<file path="src/rtl/rmf_pkg.sv">
// Shared constants for the running median filter.
package rmf_pkg;

    localparam int OPCODE_BITS = 1;
    localparam int FILL_BITS   = 3;

    localparam logic [OPCODE_BITS-1:0] OP_PUSH  = 1'b0;
    localparam logic [OPCODE_BITS-1:0] OP_CLEAR = 1'b1;

endpackage

</file>
<file path="src/rtl/rmf_in_if.sv">
// Input channel of the running median filter: opcode and sample.
interface rmf_in_if #(
    parameter int SAMPLE_BITS = 32
);
    logic                                  valid;
    logic                                  ready;
    logic [rmf_pkg::OPCODE_BITS-1:0]       opcode;
    logic signed [SAMPLE_BITS-1:0]         sample;

    modport source (output valid, output opcode, output sample, input ready);
    modport sink   (input valid, input opcode, input sample, output ready);
endinterface

</file>
<file path="src/rtl/rmf_out_if.sv">
// Result channel of the running median filter: median and fill count.
interface rmf_out_if #(
    parameter int SAMPLE_BITS = 32
);
    logic                              valid;
    logic                              ready;
    logic signed [SAMPLE_BITS-1:0]     median;
    logic [rmf_pkg::FILL_BITS-1:0]     fill_count;

    modport source (output valid, output median, output fill_count, input ready);
    modport sink   (input valid, input median, input fill_count, output ready);
endinterface

</file>
<file path="src/rtl/running_median_filter.sv">
// Running median filter: top level with window store and result register.
//
// Usage:
//   i_in  carries an opcode and a signed sample. A push (OP_PUSH) writes the
//         sample into the window, dropping the oldest once WINDOW are held,
//         and yields one result. A clear (OP_CLEAR) empties the window and
//         yields nothing.
//   o_out carries the median of the held samples (floored mean of the middle
//         pair when the count is even) and the fill count after the push.
// Timing:
//   One transaction per cycle sustained while o_out is ready. A push accepted
//   writes the window registers; the rank network reads them, and the result
//   register takes its output once o_out has room, so a stall can hold it.
//   The rank network (WINDOW x WINDOW compares, one pair add) is the path
//   between the window registers and the result register.
// Reset: empties the window and drops any pending or unsent result.
// Stall: a result waiting on o_out holds; one more push can be taken and
//   parked in the window, after which i_in.ready stays low until o_out moves.
module running_median_filter #(
    parameter int WINDOW      = 5,
    parameter int SAMPLE_BITS = 32
) (
    input  logic      i_clk,
    input  logic      i_rst_n,
    rmf_in_if.sink    i_in,
    rmf_out_if.source o_out
);

    localparam int CW = $clog2(WINDOW + 1);
    localparam int SW = (WINDOW > 1) ? $clog2(WINDOW) : 1;

    logic signed [SAMPLE_BITS-1:0] r_win [WINDOW];
    logic [CW-1:0]                 r_cnt;
    logic [SW-1:0]                 r_oldest;
    logic                          r_pend;
    logic [CW-1:0]                 r_pend_cnt;
    logic                          r_out_valid;
    logic signed [SAMPLE_BITS-1:0] r_out_median;
    logic [rmf_pkg::FILL_BITS-1:0] r_out_fill;

    logic [CW-1:0]                 n_cnt;
    logic [SW-1:0]                 n_oldest;
    logic                          n_pend;
    logic [CW-1:0]                 wr_sel;
    logic                          full;
    logic                          advance;
    logic                          in_ready;
    logic                          accept;
    logic                          push;
    logic signed [SAMPLE_BITS-1:0] rank_median;
    logic [CW+rmf_pkg::FILL_BITS-1:0] fill_ext;

    assign full     = (r_cnt == CW'(WINDOW));
    assign advance  = r_pend && (!r_out_valid || o_out.ready);
    assign in_ready = !r_pend || advance;
    assign accept   = i_in.valid && in_ready;
    assign push     = accept && (i_in.opcode == rmf_pkg::OP_PUSH);

    // Below full the oldest slot is zero, so the next free slot is the count.
    assign wr_sel = full ? CW'(r_oldest) : r_cnt;

    always_comb begin
        n_cnt    = r_cnt;
        n_oldest = r_oldest;
        if (accept) begin
            if (i_in.opcode == rmf_pkg::OP_CLEAR) begin
                n_cnt    = '0;
                n_oldest = '0;
            end else if (full) begin
                n_oldest = (r_oldest == SW'(WINDOW - 1)) ? '0 : r_oldest + SW'(1);
            end else begin
                n_cnt = r_cnt + CW'(1);
            end
        end
    end

    always_comb begin
        n_pend = r_pend;
        if (push) begin
            n_pend = 1'b1;
        end else if (advance) begin
            n_pend = 1'b0;
        end
    end

    always_ff @(posedge i_clk) begin
        if (!i_rst_n) begin
            r_cnt    <= '0;
            r_oldest <= '0;
            r_pend   <= 1'b0;
        end else begin
            r_cnt    <= n_cnt;
            r_oldest <= n_oldest;
            r_pend   <= n_pend;
        end
    end

    always_ff @(posedge i_clk) begin
        for (int k = 0; k < WINDOW; k++) begin
            if (push && (wr_sel == CW'(k))) begin
                r_win[k] <= i_in.sample;
            end
        end
        if (push) begin
            r_pend_cnt <= n_cnt;
        end
    end

    rmf_rank #(
        .WINDOW      (WINDOW),
        .SAMPLE_BITS (SAMPLE_BITS),
        .CW          (CW)
    ) u_rank (
        .i_win    (r_win),
        .i_cnt    (r_pend_cnt),
        .o_median (rank_median)
    );

    assign fill_ext = {{rmf_pkg::FILL_BITS{1'b0}}, r_pend_cnt};

    always_ff @(posedge i_clk) begin
        if (!i_rst_n) begin
            r_out_valid <= 1'b0;
        end else if (advance) begin
            r_out_valid <= 1'b1;
        end else if (o_out.ready) begin
            r_out_valid <= 1'b0;
        end
    end

    always_ff @(posedge i_clk) begin
        if (advance) begin
            r_out_median <= rank_median;
            r_out_fill   <= fill_ext[rmf_pkg::FILL_BITS-1:0];
        end
    end

    assign i_in.ready       = in_ready;
    assign o_out.valid      = r_out_valid;
    assign o_out.median     = r_out_median;
    assign o_out.fill_count = r_out_fill;

`ifndef SYNTHESIS
    // A clear never leaves a median pending.
    a_clear_no_result: assert property (@(posedge i_clk) disable iff (!i_rst_n)
        (accept && (i_in.opcode == rmf_pkg::OP_CLEAR)) |=> !r_pend)
        else $error("clear transaction left a pending result");

    // A push always queues a result carrying the updated count.
    a_push_pends: assert property (@(posedge i_clk) disable iff (!i_rst_n)
        push |=> (r_pend && (r_pend_cnt == r_cnt) && (r_cnt != '0)))
        else $error("push did not queue a result with the new count");

    // The window only rotates once it is full.
    a_rotate_full: assert property (@(posedge i_clk) disable iff (!i_rst_n)
        (r_oldest != '0) |-> (r_cnt == CW'(WINDOW)))
        else $error("oldest slot moved before the window filled");

    a_cnt_range: assert property (@(posedge i_clk) disable iff (!i_rst_n)
        r_cnt <= CW'(WINDOW))
        else $error("held count exceeds window size");
`endif

endmodule

</file>
<file path="src/rtl/rmf_rank.sv">
// Rank network: picks the middle pair of the held samples and averages it.
module rmf_rank #(
    parameter int WINDOW      = 5,
    parameter int SAMPLE_BITS = 32,
    parameter int CW          = 3
) (
    input  logic signed [SAMPLE_BITS-1:0] i_win [WINDOW],
    input  logic        [CW-1:0]          i_cnt,
    output logic signed [SAMPLE_BITS-1:0] o_median
);

    logic [WINDOW-1:0]             below [WINDOW];
    logic [CW-1:0]                 rank  [WINDOW];
    logic [CW-1:0]                 lo_rank;
    logic [CW-1:0]                 hi_rank;
    logic [SAMPLE_BITS-1:0]        lo_val;
    logic [SAMPLE_BITS-1:0]        hi_val;
    logic signed [SAMPLE_BITS:0]   pair_sum;

    assign lo_rank = (i_cnt - CW'(1)) >> 1;
    assign hi_rank = i_cnt >> 1;

    // Rank of an entry = held entries smaller than it; ties broken by slot.
    always_comb begin
        for (int k = 0; k < WINDOW; k++) begin
            for (int j = 0; j < WINDOW; j++) begin
                below[k][j] = (CW'(j) < i_cnt) &&
                              ((i_win[j] < i_win[k]) ||
                               ((i_win[j] == i_win[k]) && (j < k)));
            end
            rank[k] = CW'($countones(below[k]));
        end
    end

    always_comb begin
        lo_val = '0;
        hi_val = '0;
        for (int k = 0; k < WINDOW; k++) begin
            if ((CW'(k) < i_cnt) && (rank[k] == lo_rank)) begin
                lo_val = lo_val | i_win[k];
            end
            if ((CW'(k) < i_cnt) && (rank[k] == hi_rank)) begin
                hi_val = hi_val | i_win[k];
            end
        end
    end

    // Odd count: both picks are the same entry, so the mean is exact.
    assign pair_sum = $signed({lo_val[SAMPLE_BITS-1], lo_val})
                    + $signed({hi_val[SAMPLE_BITS-1], hi_val});
    assign o_median = pair_sum[SAMPLE_BITS:1];

endmodule
</file>
<file path="src/flat_wrapper.sv">
// flat-port wrapper written by rule: the top's interface ports become plain ports
module running_median_filter_flat 
#(
    parameter int WINDOW      = 5,
    parameter int SAMPLE_BITS = 32
)
  (i_clk, i_rst_n, i_in_valid, i_in_opcode, i_in_sample, i_in_ready, o_out_valid, o_out_median, o_out_fill_count, o_out_ready);
  rmf_in_if #(.SAMPLE_BITS(SAMPLE_BITS)) i_in_i ();
  rmf_out_if #(.SAMPLE_BITS(SAMPLE_BITS)) o_out_i ();
  input  logic i_clk;
  input  logic i_rst_n;
  input wire logic [$bits(i_in_i.valid)-1:0] i_in_valid;
  input wire logic [$bits(i_in_i.opcode)-1:0] i_in_opcode;
  input wire logic [$bits(i_in_i.sample)-1:0] i_in_sample;
  output wire logic [$bits(i_in_i.ready)-1:0] i_in_ready;
  output wire logic [$bits(o_out_i.valid)-1:0] o_out_valid;
  output wire logic [$bits(o_out_i.median)-1:0] o_out_median;
  output wire logic [$bits(o_out_i.fill_count)-1:0] o_out_fill_count;
  input wire logic [$bits(o_out_i.ready)-1:0] o_out_ready;
  assign i_in_i.valid = i_in_valid;
  assign i_in_i.opcode = i_in_opcode;
  assign i_in_i.sample = i_in_sample;
  assign i_in_ready = i_in_i.ready;
  assign o_out_valid = o_out_i.valid;
  assign o_out_median = o_out_i.median;
  assign o_out_fill_count = o_out_i.fill_count;
  assign o_out_i.ready = o_out_ready;
  running_median_filter #(.WINDOW(WINDOW), .SAMPLE_BITS(SAMPLE_BITS)) u_core (.i_clk(i_clk), .i_rst_n(i_rst_n), .i_in(i_in_i), .o_out(o_out_i));
endmodule
</file>
<file path="config.mk">
export PLATFORM = sky130hd
export DESIGN_NAME = running_median_filter_flat
export DESIGN_NICKNAME = d
export VERILOG_FILES = /design/src/rtl/rmf_pkg.sv /design/src/rtl/rmf_in_if.sv /design/src/rtl/rmf_out_if.sv /design/src/rtl/running_median_filter.sv /design/src/rtl/rmf_rank.sv /design/src/flat_wrapper.sv
export SDC_FILE = /design/constraint.sdc
export NUM_CORES = 1
export LEC_CHECK = 0
export BUFFER_PORTS_ARGS = -buffer_cell sky130_fd_sc_hd__buf_2
export CAP_MARGIN = 20
export CORE_UTILIZATION = 35
export CTS_CLUSTER_DIAMETER = 50
export DETAILED_ROUTE_END_ITERATION = 6
export PLACE_DENSITY = 0.6
export SLEW_MARGIN = 5
export SYNTH_ARGS = -nofsm -noshare
export SYNTH_HDL_FRONTEND = slang
export SYNTH_SLANG_ARGS = --single-unit
</file>
<file path="constraint.sdc">
create_clock -name i_clk -period 10.6 [get_ports i_clk]
set_input_delay 1.06 -clock i_clk [delete_from_list [all_inputs] [get_ports i_clk]]
set_output_delay 1.06 -clock i_clk [all_outputs]
set_load 0.03 [all_outputs]
</file>
==> results of run 1 <==
## worst register-to-register path: cells and delay by family, from the launching register on
family / cells / cell delay (ns)
buffers and inverters: 2 / 0.52
DFF: 1 / 0.42
adders and majority gates: 4 / 1.54
and+or+nand+nor: 13 / 3.78
xor gates and xnor gates: 1 / 0.16
AOI/OAI and AO/OA: 9 / 2.76
## registers in the layout (all words and copies together) (netlist names)
signal                   count
u_core.o_out.fill_count      3
u_core.o_out.median         32
u_core.o_out.valid           1
u_core.r_cnt                 3
u_core.r_oldest              3
u_core.r_pend                1
u_core.r_pend_cnt            3
u_core.r_win               160
## cells by family after synthesis
group | count (synthesis) | share of synthesized area (%)
AO/OA/AOI/OAI | 501 | 19.9
multiplexers | 5 | 0.281
buffers and inverters | 214 | 4.41
flip-flops | 206 | 33.4
XOR/XNOR | 34 | 1.88
AND/OR/NAND/NOR | 516 | 14.3
adder cells (fa/ha/maj) | 373 | 25.8
## through the flow
stage | util, % | setup WS, ns
final | 40.1 | 1.17
after global routing | 40.1 | 0.997
after CTS | 40.1 | 1.52
after detailed placement | 38.1 | 1.54
after global placement | 38.1 | 1.58
after floorplan | - | 3.44
## synth_stat cells (10+ instances only)
cell type,count
a21oi_1,100
edfxtp_1,198
o21ai_0,52
nor4_1,17
a22oi_1,33
and2_1,13
a222oi_1,60
nand4_1,77
a211oi_1,12
nand3_1,63
nand2b_1,11
clkbuf_1,44
o21a_1,35
inv_1,167
nor3_1,18
nor2b_1,33
xnor2_1,21
a21o_1,123
nand2_1,162
o21bai_1,10
nor2_1,74
o31ai_1,10
xor2_1,10
or3_1,11
ha_1,367
## layout make-up
cell class              instances  area, um2  area share (%)
repair buffers                 95        531            2.57
well taps                     680        851            4.12
clock inverters                22        250            1.21
inverters                     168        631            3.06
clock buffers                  33        783            3.80
multi-input cells            1429      11500            55.6
flip-flops and latches        206       6110            29.6
## per-layer routing
layer / GRT usage [%] / up-vias / part of all wire (%)
li1: - / 7321 / -
met1: 31.9 / 7465 / 43
met2: 38.9 / 759 / 45
met3: 2.88 / 151 / 7.9
met4: 9.06 / 0 / 3.7
met5: 0 / - / 0
## power by group
part	internal (mW)	total, mW	switching, mW
combinational	0.292	0.788	0.497
sequential	0.945	0.970	0.0246
clock	0.618	1.03	0.412
## how the worst max path moves through the flow
stage               slack, ns  cells past startpoint                 endpoint              from
finish                   1.17                     29  u_core.o_out.median[29]  u_core.r_win[31]
floorplan                3.44                     30  u_core.o_out.median[29]  u_core.r_win[73]
CTS                      1.52                     29  u_core.o_out.median[29]  u_core.r_win[31]
global placement         1.58                     29  u_core.o_out.median[29]  u_core.r_win[31]
global route              1.0                     29  u_core.o_out.median[29]  u_core.r_win[31]
detailed placement       1.54                     29  u_core.o_out.median[29]  u_core.r_win[31]
==> impl_metrics.sql, run 1 <==
INSERT INTO impl_metrics (metric_group, metric, value, unit) VALUES
('synth', 'synth-edff-count', '198', ''),
('clock_network', 'htreeDepth', '1', ''),
('timing', 'timing.final.crit_share', '88.9', '%'),
('clock_network', 'max-clock-path-buffers', '3', ''),
('placed_design', 'buffer_ports.inserted', '73', ''),
('setup_path', 'worstPathMaxFanout', '17', ''),
('detailed_routing', 'postRouteAntennaNets', '0', ''),
('clock_network', 'clock_buffers_created_by_tritoncts', '30', ''),
('run', 'max-cap-violations', '0', ''),
('timing', 'whs', '0.505', 'ns'),
('power', 'leakagePower', '9.45', 'nW'),
('global_route', 'antenna_found_initial', '0', ''),
('final_layout', 'fillers', '5000', ''),
('timing', 'setup_tns', '0', 'ns'),
('detailed_routing', 'dr.first_iter.drc_count', '2105', ''),
('synth', 'synth_area_leader_cell', 'edfxtp_1', ''),
('synth', 'synth.avg_cell_area', '9.88', 'um2'),
('setup_path', 'critPathRequiredTime', '10.92', 'ns'),
('final_layout', 'final_nets', '2340', ''),
('floorplan', 'die_h', '230', 'um'),
('setup_path', 'regToRegSetupSlack', '1.17', 'ns'),
('synth', 'ys_seq_area_share', '33.4', '%'),
('hold_path', 'hold_end', 'u_core.o_out.valid', ''),
('final_layout', 'most_frequent_cells_in_the_layout', 'ha_1 (367), edfxtp_1 (198), inv_1 (167)', ''),
('final_layout', 'antennaDiodeCount', '0', ''),
('power', 'power-per-cell-area', '135', 'mW/mm2'),
('placed_design', 'dpl-instance-area', '0.0196', 'mm2'),
('placed_design', 'gpl.final_weighted_congestion', '0.976', ''),
('global_route', 'wire_length_of_the_first_global_routing_pass', '96400', 'um'),
('detailed_routing', 'totalWireLength', '63700', 'um'),
('setup_path', 'crit_path_end_kind', 'flip-flop', ''),
('synth', 'yosysTopAreaCellShare', '32.5', '%'),
('timing', 'post-route-min-period', '9.43', 'ns'),
('timing', 'final-setup-viol-count', '0', ''),
('clock_network', 'cts_setup_buffers', '0', ''),
('synth', 'netlist_instances', '1849', ''),
('floorplan', 'die_area', '0.0531', 'mm2'),
('placed_design', 'place.detailed.instances', '2578', ''),
('setup_path', 'highest_cell_delay_on_the_worst_timing_path', '0.98', 'ns'),
('power', 'vdd.ir_drop.worst', '0.000115', 'V'),
('final_layout', 'layout_overhead_on_the_synthesized_area', '12.9', '%'),
('timing', 'max_slew.worst_pin.slew', '1.12', 'ns'),
('run_status', 'run_status', 'finished, violations left', ''),
('timing', 'final_slew_viol_count', '0', ''),
('detailed_routing', 'drt-vias-per-instance', '5.96', ''),
('clock_network', 'tritoncts', 'done', ''),
('setup_path', 'rr_worst_depth', '29', ''),
('clock_network', 'cts_sinks', '206', ''),
('timing', 'worst_slew_margin_rel', '24.3', '%'),
('synth', 'synthArstFlopShare', '0', '%'),
('final_layout', 'finalInstanceArea', '0.0206', 'mm2'),
('timing', 'grt_setup_unrepaired', 'no', ''),
('hold_path', 'hold_path_class', 'reg -> reg', ''),
('run_status', 'violations', 'DRC', ''),
('timing', 'fmax', '0.106', 'GHz'),
('setup_path', 'critical_path.n_buffers_inverters', '2', ''),
('synth', 'synth_top_flop_cell', 'edfxtp_1', ''),
('floorplan', 'floorplan.initialDensity', '35.5', '%'),
('setup_path', 'cp_slowest_cell', 'nor4_1', ''),
('floorplan', 'design.core.area', '0.0514', 'mm2'),
('detailed_routing', 'route.detailed.drc', '2', ''),
('clock_network', 'ctsResizeCount', '0', ''),
('setup_path', 'worst_r2r_startpoint', 'u_core.r_win[31]', ''),
('detailed_routing', 'drt_pass1_iterations', '7', ''),
('setup_path', 'rr_endpoint', 'u_core.o_out.median[29]', ''),
('global_route', 'largest_net_degree_at_the_start_of_global_routing', '36', ''),
('clock_network', 'cts.reportedPaths.clkPinSlew', '0.06', 'ns'),
('synth', 'postSynthRegisterBits', '206', ''),
('timing', 'timing_hold_violations_final', '0', ''),
('global_route', 'number_of_global_route_vias_before_repair', '15800', ''),
('floorplan', 'die-width', '230', 'um');
(Power assumes the default switching activity.)
==> inputs of run 2 (changes only) <==
- CELL_PAD_IN_SITES_DETAIL_PLACEMENT: not set -> 1
- CELL_PAD_IN_SITES_GLOBAL_PLACEMENT: not set -> 2
- CTS_BUF_LIST: not set -> sky130_fd_sc_hd__clkbuf_8
- GPL_TIMING_DRIVEN: not set -> 1
- PLACE_DENSITY: 0.6 -> 0.81
==> impl_metrics.sql, run 2 (synthesis results as in run 1) <==
INSERT INTO impl_metrics (metric_group, metric, value, unit) VALUES
('global_route', 'number_of_global_route_vias_before_repair', '16700', ''),
('clock_network', 'htreeDepth', '2', ''),
('floorplan', 'die-width', '230', 'um'),
('detailed_routing', 'dr.first_iter.drc_count', '1648', ''),
('floorplan', 'die_h', '230', 'um'),
('detailed_routing', 'detailroute.via_count', '16100', ''),
('final_layout', 'utilization', '40.0', '%'),
('timing', 'setup_tns', '0', 'ns'),
('global_route', 'largest_net_degree_at_the_start_of_global_routing', '33', ''),
('global_route', 'grtUsageTotal', '26.0', '%'),
('global_route', 'aggregate_global_routing_overflow', '0', ''),
('clock_network', 'clock_buffers_created_by_tritoncts', '45', ''),
('timing', 'fmax', '0.105', 'GHz'),
('setup_path', 'rr_worst_depth', '28', ''),
('final_layout', 'max_reg_flops', '160', ''),
('timing', 'worst_clock_skew', '0.0310', 'ns'),
('clock_network', 'ctsHoldBuffers', '0', ''),
('power', 'intPower', '1.80', 'mW'),
('final_layout', 'most_frequent_cells_in_the_layout', 'ha_1 (367), edfxtp_1 (198), inv_1 (177)', ''),
('setup_path', 'worst_r2r_startpoint', 'u_core.r_win[95]', ''),
('final_layout', 'layout_overhead_on_the_synthesized_area', '12.6', '%'),
('floorplan', 'design.portCount', '74', ''),
('setup_path', 'rr_endpoint', 'u_core.o_out.median[29]', ''),
('floorplan', 'floorplan.initialDensity', '35.5', '%'),
('final_layout', 'top_register', 'u_core.r_win', ''),
('setup_path', 'worstSetupStartpoint', 'u_core.r_win[95]', ''),
('timing', 'grt_setup_unrepaired', 'no', ''),
('detailed_routing', 'drt_pass1_iterations', '6', ''),
('detailed_routing', 'wl_met3', '4000', 'um'),
('setup_path', 'critPathRequiredTime', '10.96', 'ns'),
('power', 'p_clk_share', '35.0', '%'),
('placed_design', 'buffer_ports.inserted', '73', ''),
('floorplan', 'die_area', '0.0531', 'mm2'),
('timing', 'timing.final.crit_share', '90.2', '%'),
('power', 'power', '2.73', 'mW'),
('global_route', 'wire_length_of_the_first_global_routing_pass', '104000', 'um'),
('timing', 'max_slew.worst_pin.slew', '1.06', 'ns'),
('detailed_routing', 'drt-vias-per-instance', '6.06', ''),
('final_layout', 'fraction_of_layout_instances_using_a_drive_strength_above_1', '9.74', '%'),
('power', 'sw_frac_of_total', '34.3', '%'),
('global_route', 'antenna_found_initial', '0', ''),
('setup_path', 'worstPathMaxFanout', '31', ''),
('final_layout', 'final_common_cell', 'ha_1', ''),
('detailed_routing', 'met2_wirelength', '31700', 'um'),
('timing', 'final_slew_viol_count', '0', ''),
('floorplan', 'design.core.area', '0.0514', 'mm2'),
('power', 'power-per-cell-area', '133', 'mW/mm2'),
('floorplan', 'std_cell_rows', '83', ''),
('timing', 'worst_slew_margin_rel', '29.6', '%'),
('clock_network', 'cts.reportedPaths.clkPinSlew', '0.06', 'ns'),
('clock_network', 'ctsResizeCount', '0', ''),
('clock_network', 'cts_setup_buffers', '0', ''),
('placed_design', 'gpl.final_weighted_congestion', '0.943', ''),
('setup_path', 'timing.critical_path.arrival', '9.92', 'ns'),
('clock_network', 'clockRootBuffer', 'clkbuf_8', ''),
('clock_network', 'tritoncts', 'done', ''),
('timing', 'final-setup-viol-count', '0', ''),
('setup_path', 'regToRegSetupSlack', '1.04', 'ns'),
('run_status', 'run_status', 'finished clean', ''),
('hold_path', 'hold_path_class', 'reg -> reg', ''),
('placed_design', 'dpl.hpwl', '52000', 'um'),
('setup_path', 'timing.setup.critical_path_class', 'reg -> reg', ''),
('power', 'comb_power_share', '29.6', '%'),
('placed_design', 'place.detailed.instances', '2580', ''),
('setup_path', 'crit_top_cell', 'ha_1', ''),
('setup_path', 'crit_path_end_kind', 'flip-flop', ''),
('setup_path', 'critical_path.startpoint_type', 'flip-flop', ''),
('placed_design', 'dpl-instance-area', '0.0196', 'mm2'),
('clock_network', 'cts_sinks', '206', ''),
('detailed_routing', 'avgRoutedWirePerCell', '26.0', 'um'),
('detailed_routing', 'route.detailed.drc', '0', ''),
('detailed_routing', 'highest-signal-layer', 'met4', ''),
('detailed_routing', 'totalWireLength', '69200', 'um'),
('power', 'power.net_switching', '0.937', 'mW'),
('final_layout', 'antennaDiodeCount', '0', ''),
('power', 'vdd.ir_drop.worst', '0.0000692', 'V'),
('timing', 'timing_hold_violations_final', '0', ''),
('clock_network', 'worst_skew_pair.late_latency', '0.62', 'ns'),
('setup_path', 'critical_path.n_buffers_inverters', '2', ''),
('detailed_routing', 'postRouteAntennaNets', '0', ''),
('setup_path', 'highest_cell_delay_on_the_worst_timing_path', '0.77', 'ns'),
('setup_path', 'timing.critical_path.depth', '28', ''),
('power', 'seqPwrFrac', '35.5', '%'),
('power', 'leakagePower', '9.48', 'nW'),
('detailed_routing', 'wire_length_on_met1', '31400', 'um'),
('setup_path', 'setup.worst_path.end', 'u_core.o_out.median[29]', ''),
('run', 'max-cap-violations', '0', ''),
('clock_network', 'max-clock-path-buffers', '3', ''),
('final_layout', 'finalInstanceArea', '0.0206', 'mm2'),
('setup_path', 'crit_path_max_delay_family', 'compound AO/OA/AOI/OAI gates', ''),
('final_layout', 'non_filler_instance_count_after_layout', '2661', ''),
('final_layout', 'final_nets', '2357', ''),
('timing', 'post-route-min-period', '9.56', 'ns'),
('setup_path', 'cp_slowest_cell', 'o31ai_1', '');
-- run 2: cell count changes in the layout (fill, tap and decap cells not counted), sizes merged --
cell      previous run  this run
clkbuf              33        50
clkinv              10        14
buf                 95        97
bufinv               3         5
inv                176       178
clkinvlp             1         2
-- run 2: worst min path at each step --
stage                         startpoint                    endpoint  slack (ns)  cells after the start
CTS                        u_core.r_pend          u_core.o_out.valid        0.50                      1
detailed placement         u_core.r_pend          u_core.o_out.valid        0.49                      1
floorplan           u_core.r_pend_cnt[1]  u_core.o_out.fill_count[1]        0.42                      0
finish                     u_core.r_pend          u_core.o_out.valid        0.50                      1
global placement           u_core.r_pend          u_core.o_out.valid        0.48                      1
global route               u_core.r_pend          u_core.o_out.valid        0.54                      1
-- run 2: layout make-up --
| class | count | area, um2 |
|---|---|---|
| Clock buffer | 50 | 688 |
| Clock inverter | 31 | 278 |
| Fill cell | 5874 | 30800 |
| Inverter | 168 | 631 |
| Multi-Input combinational cell | 1429 | 11500 |
| Sequential cell | 206 | 6110 |
| Tap cell | 680 | 851 |
| Timing Repair Buffer | 97 | 546 |
-- run 2: routing by layer --
| metal | up-vias | track usage [%] |
|---|---|---|
| met5 | - | 0 |
| met4 | 0 | 8.73 |
| met3 | 116 | 4.17 |
| met2 | 544 | 42.1 |
| met1 | 8131 | 35.2 |
| li1 | 7345 | - |
-- run 2: worst register-to-register path, delay by kind of cell (launching register included) --
family	cells	cell delay (ns)
compound gates	9	3.09
simple gates	10	2.80
flops	1	0.49
xor+xnor	2	0.56
fa+ha+maj	5	1.71
buf+inv	2	0.67
-- run 2: through the flow --
stage | setup WS, ns | hold WS [ns]
final | 1.04 | 0.502
after global routing | 0.541 | 0.538
after CTS | 1.19 | 0.504
after detailed placement | 1.21 | 0.491
after global placement | 1.29 | 0.482
after floorplan | 3.44 | 0.421
-- run 2: power groups by stage --
stage	registers, mW	clock network [mW]	logic, mW
2_1_floorplan	1.01	0	0.518
3_3_place_gp	0.983	0	0.777
3_5_place_dp	0.985	0	0.793
4_1_cts	0.968	0.978	0.799
5_1_grt	0.970	1.01	0.876
6_report	0.969	0.956	0.808
